$ cat config.mk
export PLATFORM = sky130hd
export DESIGN_NAME = single_wire_edge_interval_frame_decoder_unit
export DESIGN_NICKNAME = d
export VERILOG_FILES = /design/src/rtl/core/swefd_pkg.sv /design/src/rtl/core/swefd_front.sv /design/src/rtl/core/swefd_queue.sv /design/src/rtl/core/swefd_engine.sv /design/src/rtl/core/single_wire_edge_interval_frame_decoder_unit.sv
export VERILOG_INCLUDE_DIRS = /design/src /design/src/rtl/core
export SDC_FILE = /design/constraint.sdc
export NUM_CORES = 1
export LEC_CHECK = 0
export ABC_AREA = 1
export BUFFER_PORTS_ARGS = -buffer_cell sky130_fd_sc_hd__buf_2
export CORE_ASPECT_RATIO = 2
export CORE_MARGIN = 2
export CORE_UTILIZATION = 49
export CTS_CLUSTER_DIAMETER = 30
export CTS_CLUSTER_SIZE = 24
export DETAILED_ROUTE_END_ITERATION = 8
export HOLD_SLACK_MARGIN = 0.15
export PLACE_DENSITY = 0.72
export SLEW_MARGIN = 10
export SYNTH_ARGS = -nofsm -noshare
export SYNTH_HDL_FRONTEND = slang
export SYNTH_SLANG_ARGS = --single-unit
$ cat constraint.sdc
create_clock -name clk_i -period 4.48 [get_ports clk_i]
set_input_delay 0.672 -clock clk_i [delete_from_list [all_inputs] [get_ports clk_i]]
set_output_delay 0.672 -clock clk_i [all_outputs]
set_load 0.05 [all_outputs]
$ cat src/rtl/core/single_wire_edge_interval_frame_decoder_unit_macros.svh
// Assertion macros shared by the frame decoder RTL.
// No dependencies; included by the modules that carry assertions.
`ifndef SINGLE_WIRE_EDGE_INTERVAL_FRAME_DECODER_UNIT_MACROS_SVH
`define SINGLE_WIRE_EDGE_INTERVAL_FRAME_DECODER_UNIT_MACROS_SVH

// Same-cycle implication, disabled while reset is asserted.
`define SWEFD_ASSERT_NOW(label, clk, rst_n, ante, cons, msg) \
  label: assert property (@(posedge clk) disable iff (!(rst_n)) (ante) |-> (cons)) \
    else $error(msg);

// Next-cycle implication, disabled while reset is asserted.
`define SWEFD_ASSERT_NEXT(label, clk, rst_n, ante, cons, msg) \
  label: assert property (@(posedge clk) disable iff (!(rst_n)) (ante) |=> (cons)) \
    else $error(msg);

`endif

$ cat src/rtl/core/swefd_pkg.sv
// Package for the single-wire frame decoder: payload structs, command and phase codes.
// No dependencies; imported by every module of the decoder.
`default_nettype none

package swefd_pkg;

  localparam int FRAME_BITS_DEFAULT = 40;
  localparam int STORE_DEPTH        = 5;
  localparam int QUEUE_DEPTH        = 2;
  localparam int CFG_DATA_W         = 16;
  localparam logic [15:0] THRESHOLD_RESET = 16'd100;
  localparam logic [2:0]  BYTE_MSB        = 3'd7;

  // Configuration register indexes.
  localparam logic CFG_WATCHED_PIN   = 1'b0;
  localparam logic CFG_BIT_THRESHOLD = 1'b1;

  typedef enum logic [2:0] {
    PH_WAKING     = 3'd0,
    PH_RESP_START = 3'd1,
    PH_RESP_STOP  = 3'd2,
    PH_RECEIVING  = 3'd3,
    PH_RECEIVED   = 3'd4
  } phase_e;

  typedef enum logic [1:0] {
    OP_IGNORE  = 2'd0,
    OP_EDGE    = 2'd1,
    OP_CONSUME = 2'd2
  } cmd_op_e;

  typedef struct packed {
    cmd_op_e op;
    logic    bit_val;
  } cmd_t;

  typedef struct packed {
    logic        kind;
    logic [15:0] edge_pin;
    logic [15:0] interval_ticks;
  } in_t;

  typedef struct packed {
    logic       ready_res;
    logic [2:0] phase;
    logic [7:0] byte_zero;
    logic [7:0] byte_one;
    logic [7:0] byte_two;
    logic [7:0] byte_three;
    logic [7:0] byte_four;
  } out_t;

endpackage

`default_nettype wire

$ cat src/rtl/core/swefd_front.sv
// Front end: holds the configuration registers and classifies each input transaction.
// Depends on swefd_pkg.
`default_nettype none

module swefd_front import swefd_pkg::*; (
  input  wire logic                  clk_i,
  input  wire logic                  rst_ni,
  input  wire logic                  cfg_we_i,
  input  wire logic                  cfg_idx_i,
  input  wire logic [CFG_DATA_W-1:0] cfg_wdata_i,
  input  wire in_t                   in_data_i,
  output cmd_t                       cmd_o
);

  logic [15:0] pin_q, pin_d;
  logic [15:0] thr_q, thr_d;

  always_comb begin
    pin_d = pin_q;
    thr_d = thr_q;
    if (cfg_we_i) begin
      case (cfg_idx_i)
        CFG_WATCHED_PIN:   pin_d = cfg_wdata_i;
        CFG_BIT_THRESHOLD: thr_d = cfg_wdata_i;
        default: begin
        end
      endcase
    end
  end

  always_ff @(posedge clk_i or negedge rst_ni) begin
    if (!rst_ni) begin
      pin_q <= '0;
      thr_q <= THRESHOLD_RESET;
    end else begin
      pin_q <= pin_d;
      thr_q <= thr_d;
    end
  end

  // A long interval decodes as a one bit; foreign pins become no-ops.
  always_comb begin
    cmd_o.bit_val = (in_data_i.interval_ticks > thr_q);
    if (in_data_i.kind) begin
      cmd_o.op = OP_CONSUME;
    end else if (in_data_i.edge_pin == pin_q) begin
      cmd_o.op = OP_EDGE;
    end else begin
      cmd_o.op = OP_IGNORE;
    end
  end

endmodule

`default_nettype wire

$ cat src/rtl/core/swefd_queue.sv
// Short command queue between the front end and the frame engine.
// Depends on swefd_pkg.
`default_nettype none

module swefd_queue import swefd_pkg::*; (
  input  wire logic clk_i,
  input  wire logic rst_ni,
  input  wire logic push_i,
  input  wire cmd_t push_data_i,
  output logic      full_o,
  input  wire logic pop_i,
  output logic      nempty_o,
  output cmd_t      pop_data_o
);

  localparam int PtrW = (QUEUE_DEPTH > 1) ? $clog2(QUEUE_DEPTH) : 1;
  localparam int CntW = $clog2(QUEUE_DEPTH + 1);

  cmd_t            mem_q [QUEUE_DEPTH];
  logic [PtrW-1:0] wr_ptr_q, wr_ptr_d;
  logic [PtrW-1:0] rd_ptr_q, rd_ptr_d;
  logic [CntW-1:0] cnt_q, cnt_d;

  assign full_o     = (cnt_q == CntW'(QUEUE_DEPTH));
  assign nempty_o   = (cnt_q != '0);
  assign pop_data_o = mem_q[rd_ptr_q];

  always_comb begin
    wr_ptr_d = wr_ptr_q;
    rd_ptr_d = rd_ptr_q;
    cnt_d    = cnt_q;
    if (push_i) begin
      wr_ptr_d = (wr_ptr_q == PtrW'(QUEUE_DEPTH - 1)) ? '0 : wr_ptr_q + PtrW'(1);
    end
    if (pop_i) begin
      rd_ptr_d = (rd_ptr_q == PtrW'(QUEUE_DEPTH - 1)) ? '0 : rd_ptr_q + PtrW'(1);
    end
    if (push_i && !pop_i) begin
      cnt_d = cnt_q + CntW'(1);
    end else if (pop_i && !push_i) begin
      cnt_d = cnt_q - CntW'(1);
    end
  end

  always_ff @(posedge clk_i or negedge rst_ni) begin
    if (!rst_ni) begin
      wr_ptr_q <= '0;
      rd_ptr_q <= '0;
      cnt_q    <= '0;
    end else begin
      wr_ptr_q <= wr_ptr_d;
      rd_ptr_q <= rd_ptr_d;
      cnt_q    <= cnt_d;
    end
  end

  always_ff @(posedge clk_i) begin
    if (push_i) begin
      mem_q[wr_ptr_q] <= push_data_i;
    end
  end

endmodule

`default_nettype wire

$ cat src/rtl/core/swefd_engine.sv
// Frame engine: phase machine, bit assembly, byte store and the result register.
// Depends on swefd_pkg and the assertion macro header.
`default_nettype none
`include "single_wire_edge_interval_frame_decoder_unit_macros.svh"

module swefd_engine import swefd_pkg::*; #(
  parameter int FRAME_BITS = FRAME_BITS_DEFAULT
) (
  input  wire logic clk_i,
  input  wire logic rst_ni,
  input  wire logic cmd_valid_i,
  input  wire cmd_t cmd_i,
  output logic      cmd_pop_o,
  output logic      out_valid_o,
  input  wire logic out_stall_i,
  output out_t      out_data_o
);

  localparam int CntW = $clog2(FRAME_BITS + 1);

  phase_e          phase_q, phase_d;
  logic [CntW-1:0] cnt_q, cnt_d, cnt_inc;
  logic [7:0]      asm_q, asm_d;
  logic [2:0]      byte_idx_q, byte_idx_d;
  logic [2:0]      bit_pos_q, bit_pos_d;
  logic [7:0]      frame_q [STORE_DEPTH];
  logic [7:0]      frame_d [STORE_DEPTH];
  logic            take_bit;
  logic            frame_done;
  logic            ready_res;
  logic            out_valid_q, out_valid_d;
  out_t            out_q, out_d;

  assign cmd_pop_o  = cmd_valid_i && (!out_valid_q || !out_stall_i);
  assign take_bit   = cmd_pop_o && (cmd_i.op == OP_EDGE) && (phase_q == PH_RECEIVING);
  assign cnt_inc    = cnt_q + CntW'(1);
  assign frame_done = (cnt_inc >= CntW'(FRAME_BITS));

  // Next phase.
  always_comb begin
    phase_d = phase_q;
    if (cmd_pop_o) begin
      case (cmd_i.op)
        OP_CONSUME: begin
          if (phase_q == PH_RECEIVED) phase_d = PH_WAKING;
        end
        OP_EDGE: begin
          case (phase_q)
            PH_WAKING:     phase_d = PH_RESP_START;
            PH_RESP_START: phase_d = PH_RESP_STOP;
            PH_RESP_STOP:  phase_d = PH_RECEIVING;
            PH_RECEIVING: begin
              if (frame_done) phase_d = PH_RECEIVED;
            end
            default: begin
            end
          endcase
        end
        default: begin
        end
      endcase
    end
  end

  // Bit assembly and byte store.
  always_comb begin
    cnt_d      = cnt_q;
    asm_d      = asm_q;
    byte_idx_d = byte_idx_q;
    bit_pos_d  = bit_pos_q;
    for (int i = 0; i < STORE_DEPTH; i++) begin
      frame_d[i] = frame_q[i];
    end
    if (take_bit) begin
      asm_d[BYTE_MSB - bit_pos_q] = cmd_i.bit_val;
      bit_pos_d = bit_pos_q + 3'd1;
      cnt_d     = cnt_inc;
      if (cnt_inc[2:0] == 3'd0) begin
        for (int i = 0; i < STORE_DEPTH; i++) begin
          if (byte_idx_q == 3'(i)) frame_d[i] = asm_d;
        end
        asm_d      = '0;
        byte_idx_d = byte_idx_q + 3'd1;
        bit_pos_d  = '0;
      end
      if (frame_done) begin
        cnt_d      = '0;
        byte_idx_d = '0;
      end
    end
  end

  // Result of the executed command.
  always_comb begin
    if (cmd_i.op == OP_CONSUME) begin
      ready_res = (phase_q == PH_RECEIVED);
    end else begin
      ready_res = (phase_d == PH_RECEIVED);
    end
    out_d.ready_res  = ready_res;
    out_d.phase      = phase_d;
    out_d.byte_zero  = frame_d[0];
    out_d.byte_one   = frame_d[1];
    out_d.byte_two   = frame_d[2];
    out_d.byte_three = frame_d[3];
    out_d.byte_four  = frame_d[4];
    if (cmd_pop_o) begin
      out_valid_d = 1'b1;
    end else if (!out_stall_i) begin
      out_valid_d = 1'b0;
    end else begin
      out_valid_d = out_valid_q;
    end
  end

  always_ff @(posedge clk_i or negedge rst_ni) begin
    if (!rst_ni) begin
      phase_q     <= PH_WAKING;
      cnt_q       <= '0;
      asm_q       <= '0;
      byte_idx_q  <= '0;
      bit_pos_q   <= '0;
      out_valid_q <= 1'b0;
      for (int i = 0; i < STORE_DEPTH; i++) begin
        frame_q[i] <= '0;
      end
    end else begin
      phase_q     <= phase_d;
      cnt_q       <= cnt_d;
      asm_q       <= asm_d;
      byte_idx_q  <= byte_idx_d;
      bit_pos_q   <= bit_pos_d;
      out_valid_q <= out_valid_d;
      for (int i = 0; i < STORE_DEPTH; i++) begin
        frame_q[i] <= frame_d[i];
      end
    end
  end

  always_ff @(posedge clk_i) begin
    if (cmd_pop_o) begin
      out_q <= out_d;
    end
  end

  assign out_valid_o = out_valid_q;
  assign out_data_o  = out_q;

  `SWEFD_ASSERT_NOW(a_cnt_in_range, clk_i, rst_ni, 1'b1, cnt_q < CntW'(FRAME_BITS), "bit counter reached frame length")
  `SWEFD_ASSERT_NOW(a_cnt_idle, clk_i, rst_ni, phase_q != PH_RECEIVING, cnt_q == '0, "bit counter nonzero outside receiving")
  `SWEFD_ASSERT_NOW(a_idx_received, clk_i, rst_ni, phase_q == PH_RECEIVED, byte_idx_q == 3'd0, "byte index not cleared at frame end")
  `SWEFD_ASSERT_NEXT(a_pop_result, clk_i, rst_ni, cmd_pop_o, out_valid_q, "executed command produced no result")

endmodule

`default_nettype wire

$ cat src/rtl/core/single_wire_edge_interval_frame_decoder_unit.sv
// Top level of the single-wire edge-interval frame decoder.
// Depends on swefd_pkg, swefd_front, swefd_queue and swefd_engine.
//
//   Channel   Direction  Handshake               Payload
//   input     in         in_valid_i / in_stall_o   in_data_i  (in_t)
//   output    out        out_valid_o / out_stall_i out_data_o (out_t)
//   config    in         cfg_we_i, no handshake    cfg_idx_i, cfg_wdata_i
//
// Every input transaction yields exactly one output transaction, after passing through
// the command queue and then the engine's result register. The front end and the engine
// each take one transaction per cycle, so the sustained rate is one transaction per cycle
// while the output is not stalled; the phase and bit registers of the engine set that loop.
// Reset is asynchronous and active low; it clears the phase, counters, the five frame
// bytes and the configuration (watched pin zero, threshold one hundred).
// When the output is stalled the engine holds its result and the two-entry queue absorbs
// new transactions; once it is full, in_stall_o is raised.
`default_nettype none

module single_wire_edge_interval_frame_decoder_unit import swefd_pkg::*; #(
  parameter int FRAME_BITS = FRAME_BITS_DEFAULT
) (
  input  wire logic                  clk_i,
  input  wire logic                  rst_ni,
  input  wire logic                  cfg_we_i,
  input  wire logic                  cfg_idx_i,
  input  wire logic [CFG_DATA_W-1:0] cfg_wdata_i,
  input  wire logic                  in_valid_i,
  output logic                       in_stall_o,
  input  wire in_t                   in_data_i,
  output logic                       out_valid_o,
  input  wire logic                  out_stall_i,
  output out_t                       out_data_o
);

  cmd_t front_cmd;
  cmd_t queue_cmd;
  logic queue_full;
  logic queue_nempty;
  logic queue_push;
  logic queue_pop;

  // The front end classifies the transaction against the current configuration, so the
  // queued command no longer depends on the configuration registers.
  swefd_front u_front (
    .clk_i       (clk_i),
    .rst_ni      (rst_ni),
    .cfg_we_i    (cfg_we_i),
    .cfg_idx_i   (cfg_idx_i),
    .cfg_wdata_i (cfg_wdata_i),
    .in_data_i   (in_data_i),
    .cmd_o       (front_cmd)
  );

  assign in_stall_o = queue_full;
  assign queue_push = in_valid_i && !queue_full;

  swefd_queue u_queue (
    .clk_i       (clk_i),
    .rst_ni      (rst_ni),
    .push_i      (queue_push),
    .push_data_i (front_cmd),
    .full_o      (queue_full),
    .pop_i       (queue_pop),
    .nempty_o    (queue_nempty),
    .pop_data_o  (queue_cmd)
  );

  // The engine executes one command whenever its result register is free or being drained.
  swefd_engine #(
    .FRAME_BITS (FRAME_BITS)
  ) u_engine (
    .clk_i       (clk_i),
    .rst_ni      (rst_ni),
    .cmd_valid_i (queue_nempty),
    .cmd_i       (queue_cmd),
    .cmd_pop_o   (queue_pop),
    .out_valid_o (out_valid_o),
    .out_stall_i (out_stall_i),
    .out_data_o  (out_data_o)
  );

endmodule

`default_nettype wire

# Word level (Yosys, flattened, before mapping)
# Memories as Yosys holds them, arrays and structs flattened.
# Index checks and enable logic that the tools add are counted.
# op_classes
add_sub_neg	8
n_lt_le_gt_ge	4
n_eq_ne	14
n_mux	31
bitwise_logic	1
reduce_logical	22
# ops
cell	count
two-way mux 40 bit	2
two-way mux 8 bit	6
two-way mux 3 bit	6
equality test 16 bit	1
greater-than comparator 16 bit	1
equality test 3 x 2 -> 1 bit, second input constant	4
one-hot mux 3 bit (4 select lines)	1
equality test 3 bit, second input constant	3
logical NOT 3 bit	3
two-way mux 1 bit	9
bitwise mux 8 bit	1
logical AND 1 bit	7
adder 3 x 1 -> 3 bit, second input constant	2
adder 6 x 1 -> 6 bit, second input constant	1
equality test 3 x 1 -> 1 bit, second input constant	2
greater-or-equal comparator 6 bit, second input constant	1
two-way mux 2 bit	3
two-way mux 6 bit	1
one-hot mux 3 bit (2 select lines)	1
AND reduction 2 bit	3
nonzero test 2 bit	3
logical NOT 1 bit	5
equality test 2 bit, second input constant	2
less-than comparator 3 x 4 -> 1 bit, second input constant	1
other kinds (10)	11
# word_totals
ff_bits	144
ramBits	6
in_bits	55
output_inout_bits	46
elab_cells	104
mem_count	1
# memory_table
memory	depth	word_bits	read_ports	rd_clocked_by_memory_dff	wr	line_no	source
u_queue.mem_q	2	3	1	0	1	swefd_queue.sv:19	cmd_t mem_q [QUEUE_DEPTH];

# Longest topological paths before layout
# Gate-level depths: netlist (run 1).
# logic_depth
depth_word	9
mapped_depth	14
mapped_depth_nobuf	14

# Modules after synthesis
# From an unflattened synthesis (run 1), not the netlist that was laid out.
# unflattened
hier_cells	647
area_unflattened_um2	6657.6
# modules_own_cells
module	instances	cells_each	area_per_inst_um2	seq_area_each_um2
swefd_engine	1	371	4364.2	2922.8
swefd_front	1	240	1860.5	804.5
swefd_queue	1	34	422.9	280.3
single_wire_edge_interval_frame_decoder_unit	1	2	10.0	0.0

# Least setup slack after synthesis (run 1)
# OpenSTA, ideal clock, no wires.
# synth_timing
path_kind	input port to flip-flop
start	input out_stall_i
end	register u_engine.out_q, in the netlist u_engine.out_data_o[38] (data pin)
setup_ns	0.258
t_arrival_ns	2.307
t_required_ns	4.222
slack_ns	1.915
path_stages	10
path_buffers	1
cell_sequence	nand2_1 > o21ai_2 > inv_2 > nand3_4 > nor2_8 > inv_4 > nor3_4 > buf_6 > nand2_1 > o21a_1
# synth_rtl
element	line_no	source
from (decl)	single_wire_edge_interval_frame_decoder_unit.sv:31	input wire logic out_stall_i,
to (signal assigned)	swefd_engine.sv:142	out_q <= out_d;
to (decl)	swefd_engine.sv:32	out_t out_q, out_d;

==> flow_metrics.env, run 1 <==
export IMPL_power_density_mw_per_mm2=598.7
export IMPL_start_kind="flip-flop"
export IMPL_r2r_start="u_queue.rd_ptr_q$_DFFE_PN0P_"
export IMPL_critPathMaxFanout=16
export IMPL_nNetsFinal=820
export IMPL_yosysTopAreaCellShare_pct=37.02
export IMPL_root_buffer="clkbuf_16"
export IMPL_pwr_share_clk_pct=30.1
export IMPL_hold_viol=0
export IMPL_postCtsHoldBufs=0
export IMPL_clk_latency_ns=0.43
export IMPL_rr_endpoint="u_engine.out_data_o[3]$_DFFE_PP_"
export IMPL_wire_per_inst_um=14.71
export IMPL_setup_viol=0
export IMPL_grt_pass1_wl_um=22100
export IMPL_numPortBuffers=100
export IMPL_ant_nets=0
export IMPL_path_class="reg -> reg"
export IMPL_yosys_top_cells_count="nand2_1 (144), dfrtp_1 (97), inv_1 (88), o21ai_0 (71), edfxtp_1 (50)"
export IMPL_cp_required_ns=4.66
export IMPL_cp_cell_sequence="inv_1 -> or2_2 -> o21ai_0 -> ha_1 -> nand3_4 -> nor2_8 -> inv_4 -> nor3_4 -> nand2_1 -> o21a_1"
export IMPL_numCtsBuffers=17
export IMPL_die_h_um=167.6
export IMPL_post_cts_resized=0
export IMPL_synth_seq_cells=150
export IMPL_timing_final_crit_share_pct=59.13
export IMPL_violations="DRC"
export IMPL_ys_seq_area_share_pct=61.13
export IMPL_clkSinkCount=150
export IMPL_cpPeakStageDelay_ns=0.47
export IMPL_internal_power_mw=2.814
export IMPL_max_slew_margin_pct=37.95
export IMPL_overflow=0
export IMPL_path_clk_slew_ns=0.07
export IMPL_fp_row_count=59
export IMPL_grt_pass1_vias=4811
export IMPL_cts_tree="done"
export IMPL_synth_edf_count=50
export IMPL_synth_cell_types=40
export IMPL_outcome="complete, but fails checks"
export IMPL_final_setup_tns_ns=0
export IMPL_synth_ff_type="dfrtp_1"
export IMPL_drv_slew=0
export IMPL_r2r_cells=10
export IMPL_reg2reg_setup_slack_ns=1.83
export IMPL_async_flop_share_pct=66.67
export IMPL_p_sw_share_pct=39.76
export IMPL_coreArea_mm2=0.01307
export IMPL_max_freq_mhz=377.5
export IMPL_final_layout_size_suffix_gt1_share_pct=20.91
export IMPL_yosysMostFrequentCell="nand2_1"
export IMPL_vias=4617
export IMPL_pwr_share_seq_pct=39.8
export IMPL_arrival_ns=2.83
export IMPL_diodes=0
export IMPL_die_w_um=85.79
export IMPL_antenna_found_initial=0
export IMPL_drt_first_pass_iters=7
export IMPL_grt_usage_pct=20.10
export IMPL_ys_warn_count=0
export IMPL_tightest_slew_ns=0.9307
export IMPL_cp_slowest_cell="nor3_4"
export IMPL_start_util_pct=50.18
export IMPL_hold_slack_ns=0.3659
export IMPL_hp_class="in -> async"
export IMPL_synth_cells=631
export IMPL_nFillCells=1061
export IMPL_peakVddDrop_mv=0.3111
export IMPL_grt_max_degree=73
export IMPL_finalCriticalPeriod_ns=2.649
export IMPL_synth_nets=713
export IMPL_synth_area_leaders="dfrtp_1 (37%), edfxtp_1 (23%), nand2_1 (8.2%)"
export IMPL_skew_ns=0.01344
export IMPL_via_per_inst=5.113
export IMPL_die_area_mm2=0.01438
export IMPL_yosysTopAreaCell="dfrtp_1"
export IMPL_cp_end_kind="flip-flop"
export IMPL_dp_hpwl_um=9814
export IMPL_clockBufferDepth=2
export IMPL_drv_cap=0
export IMPL_drt_iter0_drc=229
export IMPL_syn_to_final_growth_pct=19.01
export IMPL_rsz0062_at_grt="false"
export IMPL_cts_setup_buffers=0
export IMPL_routed_wl_um=13290
export IMPL_p_leak_nw=3.760
export IMPL_drc=7
export IMPL_netlist_area_mm2=0.006556
export IMPL_comb_power_share_pct=30.1
export IMPL_cts_htree_levels=4
export IMPL_p_sw_mw=1.857
export IMPL_syn_area_per_cell_um2=10.39
export IMPL_io_pins=101
export IMPL_place_congestion=0.8360
## metal layers
metal	global-route usage [%]	wire length [µm]
met1	19.28	4760
met2	38.35	7611
met3	4.288	436
met4	10.70	477
met5	0	0
## cell families after synthesis
family          Yosys count  synth area share (%)
simple gates            206                 14.07
flops                   150                 61.13
compound gates          131                 11.60
buf+inv                 105                 6.336
fa+ha+maj                27                 5.153
xor+xnor                 12                 1.718
## cell type report
type,instances,area [µm²],area share [%]
Timing Repair Buffer,102,518.0,6.639
Inverter,91,344.1,4.410
Multi-Input combinational cell,376,2133,27.34
Clock buffer,17,425.4,5.452
Tap cell,152,190.2,2.437
Sequential cell,150,4008,51.36
Clock inverter,15,183.9,2.357
## layout by cell type (no fill, tap or decap), types with 2 or more instances in the layout
cell	Yosys	routed
buf_4	0	3
inv_1	88	88
nor3_4	2	2
nand4_1	3	3
nor4_1	3	3
nand3_1	16	16
nand2_1	144	144
clkbuf_16	0	17
or2_2	5	5
ha_1	27	27
edfxtp_1	50	50
clkinv_4	0	3
xnor2_1	6	6
inv_6	0	3
dfrtp_1	97	97
a21oi_1	16	16
o22ai_1	4	4
inv_2	2	2
o21ai_0	71	71
nor3_1	5	5
buf_2	3	99
clkinv_8	0	6
o21a_1	34	34
nor2_1	18	18
nor2_4	3	3
inv_8	0	3
xor2_1	5	5
dfstp_2	3	3
## power by group through the flow
stage	Combinational, mW	Clock (mW)	Sequential [mW]
floorplan	0.490	0	2.45
global placement	1.39	0	1.88
detailed placement	1.42	0	1.89
CTS	1.43	1.44	1.86
global route	1.53	1.49	1.89
finish	1.41	1.41	1.86
## metrics by stage
step	cells	instance area, µm²	power (mW)	setup slack [ns]	util [%]
after CTS	903	7802	4.724	1.828	59.71
final	903	7802	4.671	1.831	59.71
after floorplan	631	6556	2.936	1.915	-
after global routing	903	7802	4.911	1.634	59.71
after detailed placement	871	7193	3.310	1.846	55.05
after global placement	871	7193	3.267	2.030	55.05
## flip-flops by register name, summed over array words and instances, names as in the netlist, 6 cells and up
name                 count
u_engine.asm_q           8
u_engine.cnt_q           6
u_engine.frame_q        40
u_engine.out_data_o     44
u_front.pin_q           16
u_front.thr_q           16
u_queue.mem_q            6
## worst max-delay path by stage
stage                                             end  slack, ns                          from  cells past startpoint
CTS                  u_engine.out_data_o[3]$_DFFE_PP_       1.83  u_queue.rd_ptr_q$_DFFE_PN0P_                     10
global placement     u_engine.out_data_o[6]$_DFFE_PP_       2.03  u_queue.rd_ptr_q$_DFFE_PN0P_                     10
detailed placement   u_engine.out_data_o[3]$_DFFE_PP_       1.85  u_queue.rd_ptr_q$_DFFE_PN0P_                     10
floorplan           u_engine.out_data_o[38]$_DFFE_PP_       1.91                   out_stall_i                     10
finish               u_engine.out_data_o[3]$_DFFE_PP_       1.83  u_queue.rd_ptr_q$_DFFE_PN0P_                     10
global route         u_engine.out_data_o[1]$_DFFE_PP_       1.63  u_queue.rd_ptr_q$_DFFE_PN0P_                     10
## critical path: cells and delay by family, from the launching register on
kind | cells | cell delay [ns]
buffers and inverters | 2 | 0.18
AO/OA/AOI/OAI | 2 | 0.27
flip-flops | 1 | 0.38
adder cells (fa/ha/maj) | 1 | 0.28
AND/OR/NAND/NOR | 5 | 1.28
Note: power is estimated with default switching activity, not from simulation.
==> run 2, diff against run 1 <==
--- a/config.mk
+++ b/config.mk
@@ -15,7 +15,7 @@
 export CTS_CLUSTER_SIZE = 24
 export DETAILED_ROUTE_END_ITERATION = 8
 export HOLD_SLACK_MARGIN = 0.15
-export PLACE_DENSITY = 0.72
+export PLACE_DENSITY = 0.75
 export SLEW_MARGIN = 10
 export SYNTH_ARGS = -nofsm -noshare
 export SYNTH_HDL_FRONTEND = slang
==> constraint.sdc (replaced) <==
create_clock -name clk_i -period 2.38 [get_ports clk_i]
set_input_delay 0.357 -clock clk_i [delete_from_list [all_inputs] [get_ports clk_i]]
set_output_delay 0.357 -clock clk_i [all_outputs]
set_load 0.05 [all_outputs]
==> flow_metrics.env, run 2 (synthesized netlist as in run 1, its figures left out) <==
export IMPL_layout_cells_most_common="nand2_1"
export IMPL_wire_per_inst_um=15.20
export IMPL_coreArea_mm2=0.01307
export IMPL_tightest_slew_ns=0.8434
export IMPL_fp_row_count=59
export IMPL_clk_latency_ns=0.43
export IMPL_die_h_um=167.6
export IMPL_critPathMaxFanout=4
export IMPL_antenna_found_initial=0
export IMPL_drv_cap=0
export IMPL_overflow=0
export IMPL_rsz0062_at_grt="false"
export IMPL_syn_to_final_growth_pct=21.07
export IMPL_start_kind="flip-flop"
export IMPL_skew_ns=0.006189
export IMPL_largest_reg_flops=44
export IMPL_place_ws_ns=0.04813
export IMPL_nNetsFinal=834
export IMPL_arrival_ns=2.40
export IMPL_cts_htree_levels=4
export IMPL_grt_util_met2_pct=39.71
export IMPL_die_area_mm2=0.01438
export IMPL_drc=3
export IMPL_hp_class="in -> reg"
export IMPL_grt_use_met1_pct=19.38
export IMPL_diodes=0
export IMPL_path_class="reg -> reg"
export IMPL_cp_required_ns=2.56
export IMPL_drt_first_pass_iters=8
export IMPL_drv_slew=0
export IMPL_grt_max_degree=52
export IMPL_grt_pass1_wl_um=22420
export IMPL_final_setup_tns_ns=0
export IMPL_finalCriticalPeriod_ns=2.222
export IMPL_routed_wl_um=13940
export IMPL_outcome="complete, but fails checks"
export IMPL_via_per_inst=5.130
export IMPL_setup_viol=0
export IMPL_peakVddDrop_mv=0.6047
export IMPL_vias=4704
export IMPL_power_density_mw_per_mm2=1121
export IMPL_final_layout_size_suffix_gt1_share_pct=22.88
export IMPL_ant_nets=0
export IMPL_grt_busiest_layer="met2"
export IMPL_clkSinkCount=150
export IMPL_grt_usage_pct=20.45
export IMPL_cp_end_kind="flip-flop"
export IMPL_die_w_um=85.79
export IMPL_drt_iter0_drc=339
export IMPL_nFillCells=1040
export IMPL_timing_final_crit_share_pct=93.36
export IMPL_path_clk_slew_ns=0.06
export IMPL_dp_hpwl_um=10180
export IMPL_hold_slack_ns=0.1715
export IMPL_final_cell_mix="nand2_1 (143), buf_2 (99), dfrtp_1 (97)"
export IMPL_gr_usage_met3_pct=3.401
export IMPL_power_total_mw=8.896
export IMPL_grt_pass1_vias=4883
export IMPL_fin_ws_ns=0.1580
export IMPL_start_util_pct=50.18
export IMPL_max_freq_mhz=450.1
export IMPL_violations="DRC"
export IMPL_place_congestion=0.8323
export IMPL_numCtsBuffers=17
export IMPL_clockBufferDepth=2
export IMPL_hold_viol=0
export IMPL_cts_tree="done"
export IMPL_root_buffer="clkbuf_16"
export IMPL_max_slew_margin_pct=43.64
export IMPL_numPortBuffers=100
export IMPL_io_pins=101
export IMPL_p_leak_nw=3.826
## run 2: changes by cell type in the layout (fill, tap and decap cells not counted), sizes merged
cell,before,now
buf,102,115
clkinv,9,3
clkinvlp,0,2
inv,97,99
bufinv,0,1
clkbuf,17,18
dlygate4sd3,0,1
## run 2: what timing repair did
item	4_1_cts	5_1_grt
gates resized for setup	0	6
setup endpoints to repair	0	60
hold buffers	1	0
endpoints found under the hold margin	46	0
buffers inserted	0	5
## run 2: layer usage
metal / up-vias / share of wire, %
met5: - / 0
met4: 0 / 4.0
met3: 31 / 3.3
met2: 122 / 58
met1: 2231 / 35
li1: 2320 / -
## run 2: cell type report
class                   count  area (µm²)  share of cell area (%)
clock buffers              18       439.2                   5.533
clock inverters            14       155.1                   1.955
inverters                  91       350.3                   4.414
multi-input cells         376        2145                   27.02
flip-flops and latches    150        4008                   50.49
well taps                 152       190.2                   2.396
repair buffers            116       650.6                   8.197
## run 2: per-stage QoR
step | area (µm²) | instances | utilization (%)
floorplan | 6559 | 631 | -
global placement | 7281 | 879 | 55.72
detailed placement | 7281 | 879 | 55.72
CTS | 7885 | 912 | 60.35
global route | 7938 | 917 | 60.75
finish | 7938 | 917 | 60.75
## run 2: worst paths after layout
kind / start / end / slack, ns / depth (start not counted)
min in group asynchronous: rst_ni / u_engine.frame_q[34]$_DFF_PN0_ / 0.52 / 2
max in group asynchronous: rst_ni / u_queue.rd_ptr_q$_DFFE_PN0P_ / 1.19 / 3
min reg2reg: u_front.thr_q[14]$_DFFE_PN0P_ / u_front.thr_q[14]$_DFFE_PN0P_ / 0.49 / 2
max: u_queue.rd_ptr_q$_DFFE_PN0P_ / u_engine.out_data_o[43]$_DFFE_PP_ / 0.16 / 12
min: in_data_i[32] / u_queue.mem_q[1][2]$_DFFE_PP_ / 0.17 / 1
max reg2reg: u_queue.rd_ptr_q$_DFFE_PN0P_ / u_engine.out_data_o[43]$_DFFE_PP_ / 0.16 / 12
## run 2: worst max-delay path: stages, from the launching register on
cell and delay, ns:
dfrtp_1 0.35, inv_1 0.08, or2_2 0.29, o21ai_2 0.07
inv_1 0.06, ha_1 0.29, nor2_2 0.14, inv_1 0.10
or2_2 0.29, nand2_1 0.07, a21oi_1 0.11, nand2_1 0.09
nand2_1 0.05
## run 2: report_power, final
part           total, mW  internal (mW)  switching (mW)
Clock               2.68           1.52            1.16
Sequential          3.50           3.28           0.216
Combinational       2.72          0.633            2.08
Total               8.90           5.44            3.46
